### config.mk
export PLATFORM = sky130hd
export DESIGN_NAME = pid_filtered_derivative_clamped
export DESIGN_NICKNAME = d
export VERILOG_FILES = /design/src/rtl/core/pidfd_pkg.sv /design/src/rtl/core/pid_filtered_derivative_clamped.sv
export SDC_FILE = /design/constraint.sdc
export NUM_CORES = 2
export LEC_CHECK = 0
export ABC_AREA = 0
export BUFFER_PORTS_ARGS = -buffer_cell sky130_fd_sc_hd__buf_2
export CAP_MARGIN = 25
export CORE_MARGIN = 5
export CORE_UTILIZATION = 36
export CTS_CLUSTER_DIAMETER = 40
export DETAILED_ROUTE_END_ITERATION = 10
export GPL_TIMING_DRIVEN = 0
export HOLD_SLACK_MARGIN = 0.05
export PLACE_DENSITY = 0.49
export SKIP_LAST_GASP = 1
export SLEW_MARGIN = 20
export SYNTH_ARGS = -nofsm -noshare
export SYNTH_HDL_FRONTEND = slang
export SYNTH_SLANG_ARGS = --single-unit
### constraint.sdc
create_clock -name clk -period 9.1 [get_ports clk]
set_input_delay 1.365 -clock clk [delete_from_list [all_inputs] [get_ports clk]]
set_output_delay 1.365 -clock clk [all_outputs]
set_load 0.005 [all_outputs]
### src/rtl/core/pidfd_pkg.sv
// Shared constants, types and saturating helpers for the PID controller core.
// No dependencies; imported by pid_filtered_derivative_clamped.
package pidfd_pkg;

  localparam int DATA_WIDTH      = 32;
  localparam int FRAC_BITS       = 16;
  localparam int GAIN_WIDTH      = DATA_WIDTH - 1;
  localparam int DIGIT_WIDTH     = 8;
  localparam int DIGIT_COUNT     = DATA_WIDTH / DIGIT_WIDTH;
  localparam int DIGIT_CNT_WIDTH = $clog2(DIGIT_COUNT);
  localparam int PROD_WIDTH      = 2 * DATA_WIDTH;
  localparam int WIDE_WIDTH      = DATA_WIDTH + 2;
  localparam int CFG_INDEX_WIDTH = 3;

  typedef logic signed [DATA_WIDTH-1:0] word_t;
  typedef logic signed [WIDE_WIDTH-1:0] wide_t;
  typedef logic signed [PROD_WIDTH-1:0] prod_t;
  typedef logic [GAIN_WIDTH-1:0]        gain_t;

  // Fixed-point scale factors (T = tau = 0.02)
  localparam longint ONE_Q    = longint'(1) << FRAC_BITS;
  localparam longint ISCALE_Q = (ONE_Q + 50) / 100;       // 0.5*T
  localparam longint DSCALE_Q = (ONE_Q * 100 + 1) / 3;    // 2/(2*tau+T)
  localparam longint DECAY_Q  = (ONE_Q + 1) / 3;          // (2*tau-T)/(2*tau+T)
  localparam logic [DATA_WIDTH-1:0] ISCALE = DATA_WIDTH'(ISCALE_Q);
  localparam logic [DATA_WIDTH-1:0] DSCALE = DATA_WIDTH'(DSCALE_Q);
  localparam logic [DATA_WIDTH-1:0] DECAY  = DATA_WIDTH'(DECAY_Q);

  // Register map
  localparam logic [CFG_INDEX_WIDTH-1:0] REG_GAIN_P      = 3'd0;
  localparam logic [CFG_INDEX_WIDTH-1:0] REG_GAIN_I      = 3'd1;
  localparam logic [CFG_INDEX_WIDTH-1:0] REG_GAIN_D      = 3'd2;
  localparam logic [CFG_INDEX_WIDTH-1:0] REG_DEADBAND    = 3'd3;
  localparam logic [CFG_INDEX_WIDTH-1:0] REG_DRIVE_UPPER = 3'd4;
  localparam logic [CFG_INDEX_WIDTH-1:0] REG_DRIVE_LOWER = 3'd5;
  localparam logic [CFG_INDEX_WIDTH-1:0] REG_ACCUM_UPPER = 3'd6;
  localparam logic [CFG_INDEX_WIDTH-1:0] REG_ACCUM_LOWER = 3'd7;

  localparam gain_t DEADBAND_RST    = GAIN_WIDTH'(66);
  localparam word_t DRIVE_UPPER_RST = DATA_WIDTH'(45875);
  localparam word_t DRIVE_LOWER_RST = -DATA_WIDTH'(45875);
  localparam word_t ACCUM_UPPER_RST = DATA_WIDTH'(32768);
  localparam word_t ACCUM_LOWER_RST = -DATA_WIDTH'(32768);

  localparam word_t WORD_MAX = {1'b0, {(DATA_WIDTH-1){1'b1}}};
  localparam word_t WORD_MIN = {1'b1, {(DATA_WIDTH-1){1'b0}}};

  function automatic wide_t ext(input word_t a);
    return {{2{a[DATA_WIDTH-1]}}, a};
  endfunction

  // Saturate a widened sum back to the data range
  function automatic word_t sat_wide(input wide_t v);
    logic [2:0] top;
    top = v[WIDE_WIDTH-1:DATA_WIDTH-1];
    if ((&top) || !(|top)) return v[DATA_WIDTH-1:0];
    else if (v[WIDE_WIDTH-1]) return WORD_MIN;
    else return WORD_MAX;
  endfunction

  // Floor-shift a full product by FRAC_BITS and saturate
  function automatic word_t qround(input prod_t p);
    logic [PROD_WIDTH-FRAC_BITS-DATA_WIDTH:0] top;
    top = p[PROD_WIDTH-1:FRAC_BITS+DATA_WIDTH-1];
    if ((&top) || !(|top)) return p[FRAC_BITS+DATA_WIDTH-1:FRAC_BITS];
    else if (p[PROD_WIDTH-1]) return WORD_MIN;
    else return WORD_MAX;
  endfunction

  // Upper limit wins when the limits are inverted
  function automatic word_t clamp(input word_t v, input word_t hi, input word_t lo);
    if (v > hi) return hi;
    else if (v < lo) return lo;
    else return v;
  endfunction

endpackage

### src/rtl/core/pid_filtered_derivative_clamped.sv
// PID controller step: Q16.16 PID with trapezoidal integral and filtered derivative.
// Depends on pidfd_pkg (constants, saturation and rounding helpers).
//
// Channel  Dir  Handshake          Payload
// s_*      in   s_tvalid/s_tready  s_tdata: target[31:0], measured[63:32]
// m_*      out  m_tvalid/m_tready  m_tdata: drive[31:0]; m_tuser: at_target
// cfg_*    in   cfg_we             cfg_index selects register, cfg_data value
//
// An item passes one error/deadband check, six products on a
// shared 32x8 digit-serial multiplier (each: load, 4 digits, round),
// one state update and one output load; inside the deadband only check and load run.
// Reset is synchronous: controller state clears, registers take defaults.
// Next input is taken as soon as the sequencer is back in idle; a result not
// yet taken waits in the output register and only holds the final load.
module pid_filtered_derivative_clamped
  import pidfd_pkg::*;
(
  input  logic                       clk,
  input  logic                       rst,
  input  logic                       s_tvalid,
  output logic                       s_tready,
  input  logic [2*DATA_WIDTH-1:0]    s_tdata,   // target, measured
  output logic                       m_tvalid,
  input  logic                       m_tready,
  output logic [DATA_WIDTH-1:0]      m_tdata,   // drive
  output logic                       m_tuser,   // at_target
  input  logic                       cfg_we,
  input  logic [CFG_INDEX_WIDTH-1:0] cfg_index,
  input  logic [DATA_WIDTH-1:0]      cfg_data
);

  // Sequencer states
  localparam logic [2:0] ST_IDLE   = 3'd0;
  localparam logic [2:0] ST_CHECK  = 3'd1;
  localparam logic [2:0] ST_LOAD   = 3'd2;
  localparam logic [2:0] ST_MUL    = 3'd3;
  localparam logic [2:0] ST_STORE  = 3'd4;
  localparam logic [2:0] ST_UPDATE = 3'd5;
  localparam logic [2:0] ST_OUT    = 3'd6;

  // Product schedule
  localparam logic [2:0] OP_PROP  = 3'd0;  // gain_p * error
  localparam logic [2:0] OP_ISUM  = 3'd1;  // (error + last_error) * ISCALE
  localparam logic [2:0] OP_INC   = 3'd2;  // gain_i * scaled sum
  localparam logic [2:0] OP_DSUM  = 3'd3;  // (measured - last_measured) * DSCALE
  localparam logic [2:0] OP_DTERM = 3'd4;  // gain_d * scaled slope
  localparam logic [2:0] OP_DECAY = 3'd5;  // deriv * DECAY

  localparam logic [DIGIT_CNT_WIDTH-1:0] DIGIT_LAST = DIGIT_CNT_WIDTH'(DIGIT_COUNT - 1);

  // Configuration
  gain_t gain_p, gain_i, gain_d, deadband;
  word_t drive_upper, drive_lower, accum_upper, accum_lower;

  // Controller state
  word_t accum, last_error, deriv, last_measured;

  // Per-item working registers
  logic [2:0] state;
  logic [2:0] op;
  word_t      target, measured, err;
  logic       at_hit;
  word_t      prop, tmp, inc, dterm, decay;

  // Digit-serial multiplier
  word_t                          mul_a;
  logic [DATA_WIDTH-1:0]          mul_b;    // shifts out MSB digit first
  prod_t                          mul_acc;
  logic [DIGIT_CNT_WIDTH-1:0]     digit_cnt;
  logic [DIGIT_WIDTH-1:0]         digit;
  logic signed [DATA_WIDTH+DIGIT_WIDTH:0] partial;
  prod_t                          mul_acc_next;
  word_t                          mul_res;

  word_t                 err_next;
  logic [DATA_WIDTH-1:0] err_mag;
  word_t                 load_a;
  logic [DATA_WIDTH-1:0] load_b;
  word_t                 total;

  assign s_tready = (state == ST_IDLE);

  assign digit        = mul_b[DATA_WIDTH-1 -: DIGIT_WIDTH];
  assign partial      = mul_a * $signed({1'b0, digit});
  assign mul_acc_next = (mul_acc <<< DIGIT_WIDTH) + PROD_WIDTH'(partial);
  assign mul_res      = qround(mul_acc);

  // Error and magnitude; the most negative error maps to 2^31, beyond any deadband
  assign err_next = sat_wide(ext(target) - ext(measured));
  assign err_mag  = err_next[DATA_WIDTH-1] ? DATA_WIDTH'(-err_next) : DATA_WIDTH'(err_next);

  always_comb begin
    case (op)
      OP_PROP: begin
        load_a = err;
        load_b = {1'b0, gain_p};
      end
      OP_ISUM: begin
        load_a = sat_wide(ext(err) + ext(last_error));
        load_b = ISCALE;
      end
      OP_INC: begin
        load_a = tmp;
        load_b = {1'b0, gain_i};
      end
      OP_DSUM: begin
        load_a = sat_wide(ext(measured) - ext(last_measured));
        load_b = DSCALE;
      end
      OP_DTERM: begin
        load_a = tmp;
        load_b = {1'b0, gain_d};
      end
      OP_DECAY: begin
        load_a = deriv;
        load_b = DECAY;
      end
      default: begin
        load_a = '0;
        load_b = '0;
      end
    endcase
  end

  assign total = at_hit ? '0
               : clamp(sat_wide(ext(prop) + ext(accum) + ext(deriv)), drive_upper, drive_lower);

  // Register file writes
  always_ff @(posedge clk) begin
    if (rst) begin
      gain_p      <= '0;
      gain_i      <= '0;
      gain_d      <= '0;
      deadband    <= DEADBAND_RST;
      drive_upper <= DRIVE_UPPER_RST;
      drive_lower <= DRIVE_LOWER_RST;
      accum_upper <= ACCUM_UPPER_RST;
      accum_lower <= ACCUM_LOWER_RST;
    end else if (cfg_we) begin
      case (cfg_index)
        REG_GAIN_P:      gain_p      <= cfg_data[GAIN_WIDTH-1:0];
        REG_GAIN_I:      gain_i      <= cfg_data[GAIN_WIDTH-1:0];
        REG_GAIN_D:      gain_d      <= cfg_data[GAIN_WIDTH-1:0];
        REG_DEADBAND:    deadband    <= cfg_data[GAIN_WIDTH-1:0];
        REG_DRIVE_UPPER: drive_upper <= cfg_data;
        REG_DRIVE_LOWER: drive_lower <= cfg_data;
        REG_ACCUM_UPPER: accum_upper <= cfg_data;
        REG_ACCUM_LOWER: accum_lower <= cfg_data;
        default: ;
      endcase
    end
  end

  // Sequencer, controller state and output register
  always_ff @(posedge clk) begin
    if (rst) begin
      state         <= ST_IDLE;
      op            <= OP_PROP;
      digit_cnt     <= '0;
      m_tvalid      <= 1'b0;
      accum         <= '0;
      last_error    <= '0;
      deriv         <= '0;
      last_measured <= '0;
    end else begin
      // ST_OUT reloads the output register itself
      if (m_tvalid && m_tready && state != ST_OUT) m_tvalid <= 1'b0;

      case (state)
        ST_IDLE: begin
          if (s_tvalid) begin
            target   <= s_tdata[DATA_WIDTH-1:0];
            measured <= s_tdata[2*DATA_WIDTH-1:DATA_WIDTH];
            state    <= ST_CHECK;
          end
        end

        ST_CHECK: begin
          err    <= err_next;
          at_hit <= (err_mag <= {1'b0, deadband});
          op     <= OP_PROP;
          state  <= (err_mag <= {1'b0, deadband}) ? ST_OUT : ST_LOAD;
        end

        ST_LOAD: begin
          mul_a     <= load_a;
          mul_b     <= load_b;
          mul_acc   <= '0;
          digit_cnt <= '0;
          state     <= ST_MUL;
        end

        ST_MUL: begin
          mul_acc   <= mul_acc_next;
          mul_b     <= mul_b << DIGIT_WIDTH;
          digit_cnt <= digit_cnt + 1'b1;
          if (digit_cnt == DIGIT_LAST) state <= ST_STORE;
        end

        ST_STORE: begin
          case (op)
            OP_PROP:  prop  <= mul_res;
            OP_ISUM:  tmp   <= mul_res;
            OP_INC:   inc   <= mul_res;
            OP_DSUM:  tmp   <= mul_res;
            OP_DTERM: dterm <= mul_res;
            OP_DECAY: decay <= mul_res;
            default: ;
          endcase
          if (op == OP_DECAY) begin
            state <= ST_UPDATE;
          end else begin
            op    <= op + 1'b1;
            state <= ST_LOAD;
          end
        end

        // Commit integrator, filtered derivative and history
        ST_UPDATE: begin
          accum         <= clamp(sat_wide(ext(accum) + ext(inc)), accum_upper, accum_lower);
          deriv         <= sat_wide(-(ext(dterm) + ext(decay)));
          last_error    <= err;
          last_measured <= measured;
          state         <= ST_OUT;
        end

        ST_OUT: begin
          if (!m_tvalid || m_tready) begin
            m_tdata  <= total;
            m_tuser  <= at_hit;
            m_tvalid <= 1'b1;
            state    <= ST_IDLE;
          end
        end

        default: state <= ST_IDLE;
      endcase
    end
  end

`ifndef ASSERT_OFF
  // At setpoint the drive must be exactly zero
  a_zero_at_target: assert property (@(posedge clk) disable iff (rst)
    m_tvalid && m_tuser |-> m_tdata == '0)
    else $error("at_target result with nonzero drive");

  // An accepted transfer always starts the error check
  a_accept_starts: assert property (@(posedge clk) disable iff (rst)
    s_tvalid && s_tready |=> state == ST_CHECK)
    else $error("accepted item did not start processing");

  // A finished item is always loaded into the output register
  a_out_load: assert property (@(posedge clk) disable iff (rst)
    state == ST_OUT && (!m_tvalid || m_tready) |=> m_tvalid && state == ST_IDLE)
    else $error("result not delivered to output register");

  // Multiplier runs exactly DIGIT_COUNT digits
  a_mul_len: assert property (@(posedge clk) disable iff (rst)
    state == ST_MUL && digit_cnt == DIGIT_LAST |=> state == ST_STORE)
    else $error("multiplier digit count overrun");
`endif

endmodule

==> flow_summary.yaml <==
status:
  status: "completed"
detailed_routing:
  wl_per_cell_um: 25.0
  m1WireLength_mm: 106
  num_vias: 53359
  wl_met3_mm: 17.0
  route.met2.wl_mm: 105
  drt_iter0_markers: 5424
  vias_per_cell: 5.61
  detail-route-antenna-nets: 0
  drcViolationCount: 0
  dr.max_layer_used: "met5"
  drt_wl_total_mm: 237
  detail_route.first_pass.iterations: 8
cells_and_area:
  drive_above_1_share_pct: 8.09
  top_register: "mul_acc"
  syn_to_final_growth_pct: 15.9
  final_cells: 9503
  nets: 8054
  nFillCells: 16865
  post-route-util_pct: 42.0
  largest_register_ffs: 64
worst_setup_path:
  ff2ff_path_depth: 26
  r2r_slack_ps: 420
  critical_path_arrival_ps: 9230
  rr_endpoint: "m_tdata[3]"
  worstSetupStartpointType: "flip-flop"
  end_kind: "flip-flop"
  r2r_start: "accum[1]"
  cp_max_fo: 10
  critPathCapture: "m_tdata[3]"
  crit_path_start: "accum[1]"
  criticalPathCategory: "flip-flop to flip-flop"
  cp.required_ps: 9650
synth:
  synth_edf_count: 418
  syn-num-nets: 7731
  yosysSeqAreaShare_pct: 33.6
  avgSynthCellArea_sq_um: 8.86
  ys_ff_latch: 807
  async_flop_share_pct: 0
  syn-instance-count: 6834
  syn_area_sq_mm: 0.0606
  synth_flop_cell: "edfxtp_1"
  ys_warn_count: 0
  synth_cell_types: 95
placed_design:
  gp_congestion: 0.963
  hpwl_mm: 192
  dp_cells: 9198
  preCtsSetupSlack_ps: -1340
  io_buffers: 105
sta:
  finalCritPeriodShare_pct: 95.4
  layout_min_cycle_time_ps: 8680
  final_hold_viol_count: 0
  rsz0062_at_grt: "true"
  slew_viol_final: 0
  fin_hold_ws_ps: 451
  max_freq_mhz: 115
  worst_slew_pin_slew_ps: 1060
  setup_viol: 0
  layout_setup_ws_ps: 423
  slew_headroom_pct: 27.8
  clock_skew_ps: 56.0
die:
  ios: 139
  row_count: 150
  die_h_um: 420
  dieWidth_um: 420
  fp.dieArea_sq_mm: 0.177
  start_util_pct: 36.2
  core-area_sq_mm: 0.167
clocking:
  cts_root_buf: "clkbuf_16"
  clockBufferDepth: 3
  path_clk_slew_ps: 50
  clkSinkCount: 807
  postCtsHoldBufs: 0
  cts_buffers: 158
  htreeDepth: 4
  clkLatencyLatePin_ps: 820
  cts_tree: "built"
grt:
  grt_pass1_wl_mm: 344
  antenna_found_initial: 13
  grt_max_degree: 35
  grt_pass1_vias: 51099
  grt_use_total_pct: 26.4
  grt_overflow: 0
hold_path:
  hold_path.class: "flip-flop to flip-flop"
power_and_ir_drop:
  power.net_switching_mw: 15.4
  power.density_mw_per_mm2: 450
  pwr-share-comb_pct: 65.6
  seqPwrFrac_pct: 15.0
  switching_share_pct: 48.7
  vdd_drop_max_mv: 0.472
  p_leak_nw: 28.8
  clkPwrFrac_pct: 19.3
  p_int_mw: 16.2
run:
  cap_violations: 0
[metal layers]
layer | track usage, % | vias to the layer above
met1 | 36.8 | 26110
met3 | 4.54 | 336
met2 | 41.3 | 1914
li1 | - | 24997
met5 | 0 | -
met4 | 9.02 | 2
[kinds of logic after synthesis]
family | count (synthesis) | synth area share, %
AND/OR/NAND/NOR | 2159 | 16.6
AO/OA/AOI/OAI | 1847 | 20.3
buffers and inverters | 1014 | 6.42
flip-flops | 807 | 33.6
adder cells (fa/ha/maj) | 793 | 20.0
XOR/XNOR | 195 | 2.82
multiplexers | 19 | 0.333
[power groups by stage]
stage               clock network [mW]  logic, mW  registers (mW)
CTS                               6.19       20.6            4.75
floorplan                            0       14.9            4.61
finish                            6.11       20.7            4.75
global placement                     0       20.3            4.87
global route                      6.38       23.1            4.77
detailed placement                   0       20.4            4.81
[what timing repair did]
| action | 4_1_cts | 5_1_grt |
|---|---|---|
| resized for setup | 12 | 11 |
| setup endpoints to repair | 2 | 33 |
| pin swaps | 0 | 2 |
| buffers inserted | 0 | 4 |
[worst max-delay path, stage by stage, from the launching register on]
cell and delay [ps]:
dfxtp_1 650, fa_1 520, ha_1 250, fa_1 430
a211oi_1 310, o21ai_0 210, a32o_1 290, a41o_1 320
a221o_1 340, nor3_1 440, a21oi_2 200, buf_2 230
buf_2 210, a21oi_1 590, ha_1 370, nand4_1 140
nor2_1 80, nand4_1 200, nor2_1 60, a2111oi_0 340
o31a_1 260, o221ai_1 290, mux2i_4 420, clkbuf_1 450
clkbuf_1 460, o211ai_1 170, o311ai_1 180
[synthesized netlist by cell type (all sizes together), types with 101 or more instances]
cell,instances,area share (%)
xnor2,115,1.7
o21ai,254,2.1
edfxtp,418,21
a21o,171,2.1
a211oi,119,1.5
nand2,984,6.1
clkbuf,324,2.1
nor3,101,0.83
nor2,381,2.4
and2,208,2.1
inv,651,4.0
dfxtp,389,13
nand3,104,0.86
ha,499,10
a21oi,570,4.7
fa,294,9.7
o211ai,145,1.8
[cell type report]
class	count	area (sq um)	area share, %
clock buffer	182	4170	5.93
buffer	356	1440	2.05
sequential	807	20300	29.0
antenna	7	17.5	0.0249
inverter	655	2460	3.51
tap	2204	2760	3.93
multi-input combinational	5013	36500	52.0
clock inverter	113	1450	2.06
timing repair buffer	166	1120	1.59
[cells in the final DEF (no fill, tap or decap), types with 24 or more instances in the layout]
master	count
nand3_1	104
nor3_1	97
o31ai_1	28
or3_1	26
o21a_1	68
a222oi_1	32
o211ai_1	144
nand2_1	984
nand4_1	73
dfxtp_1	389
buf_2	130
clkbuf_1	296
or4_1	34
buf_4	43
a21oi_1	567
o22ai_1	24
inv_6	27
nor2b_1	37
a22oi_1	42
xnor2_1	115
clkbuf_2	37
o311ai_1	29
and2_1	208
and3_1	50
inv_1	651
o21ai_1	40
fa_1	293
a211o_1	28
ha_1	498
xor2_1	80
nor4_1	30
a211oi_1	118
nand2b_1	39
nor2_1	378
a21o_1	171
a31oi_1	76
o21ai_0	208
clkbuf_16	159
edfxtp_1	418
[stage by stage]
step                total power [mW]  setup TNS, ps  cell area [sq um]
floorplan                       19.5              0              60600
global placement                25.1        -202270              63900
detailed placement              25.2          -2670              64500
CTS                             31.5              0              70100
global route                    34.2          -70.2              70200
finish                          31.6              0              70200
[worst min path at each step]
stage	end	cells after the start	slack [ps]	startpoint
floorplan	gain_d[12]	2	430	gain_d[12]
global placement	gain_i[11]	2	440	gain_i[11]
detailed placement	last_measured[24]	2	450	last_measured[24]
CTS	accum_upper[19]	2	450	accum_upper[19]
global route	last_measured[7]	2	470	last_measured[7]
finish	last_measured[24]	2	450	last_measured[24]
Note: power is estimated with default switching activity, not from simulation.
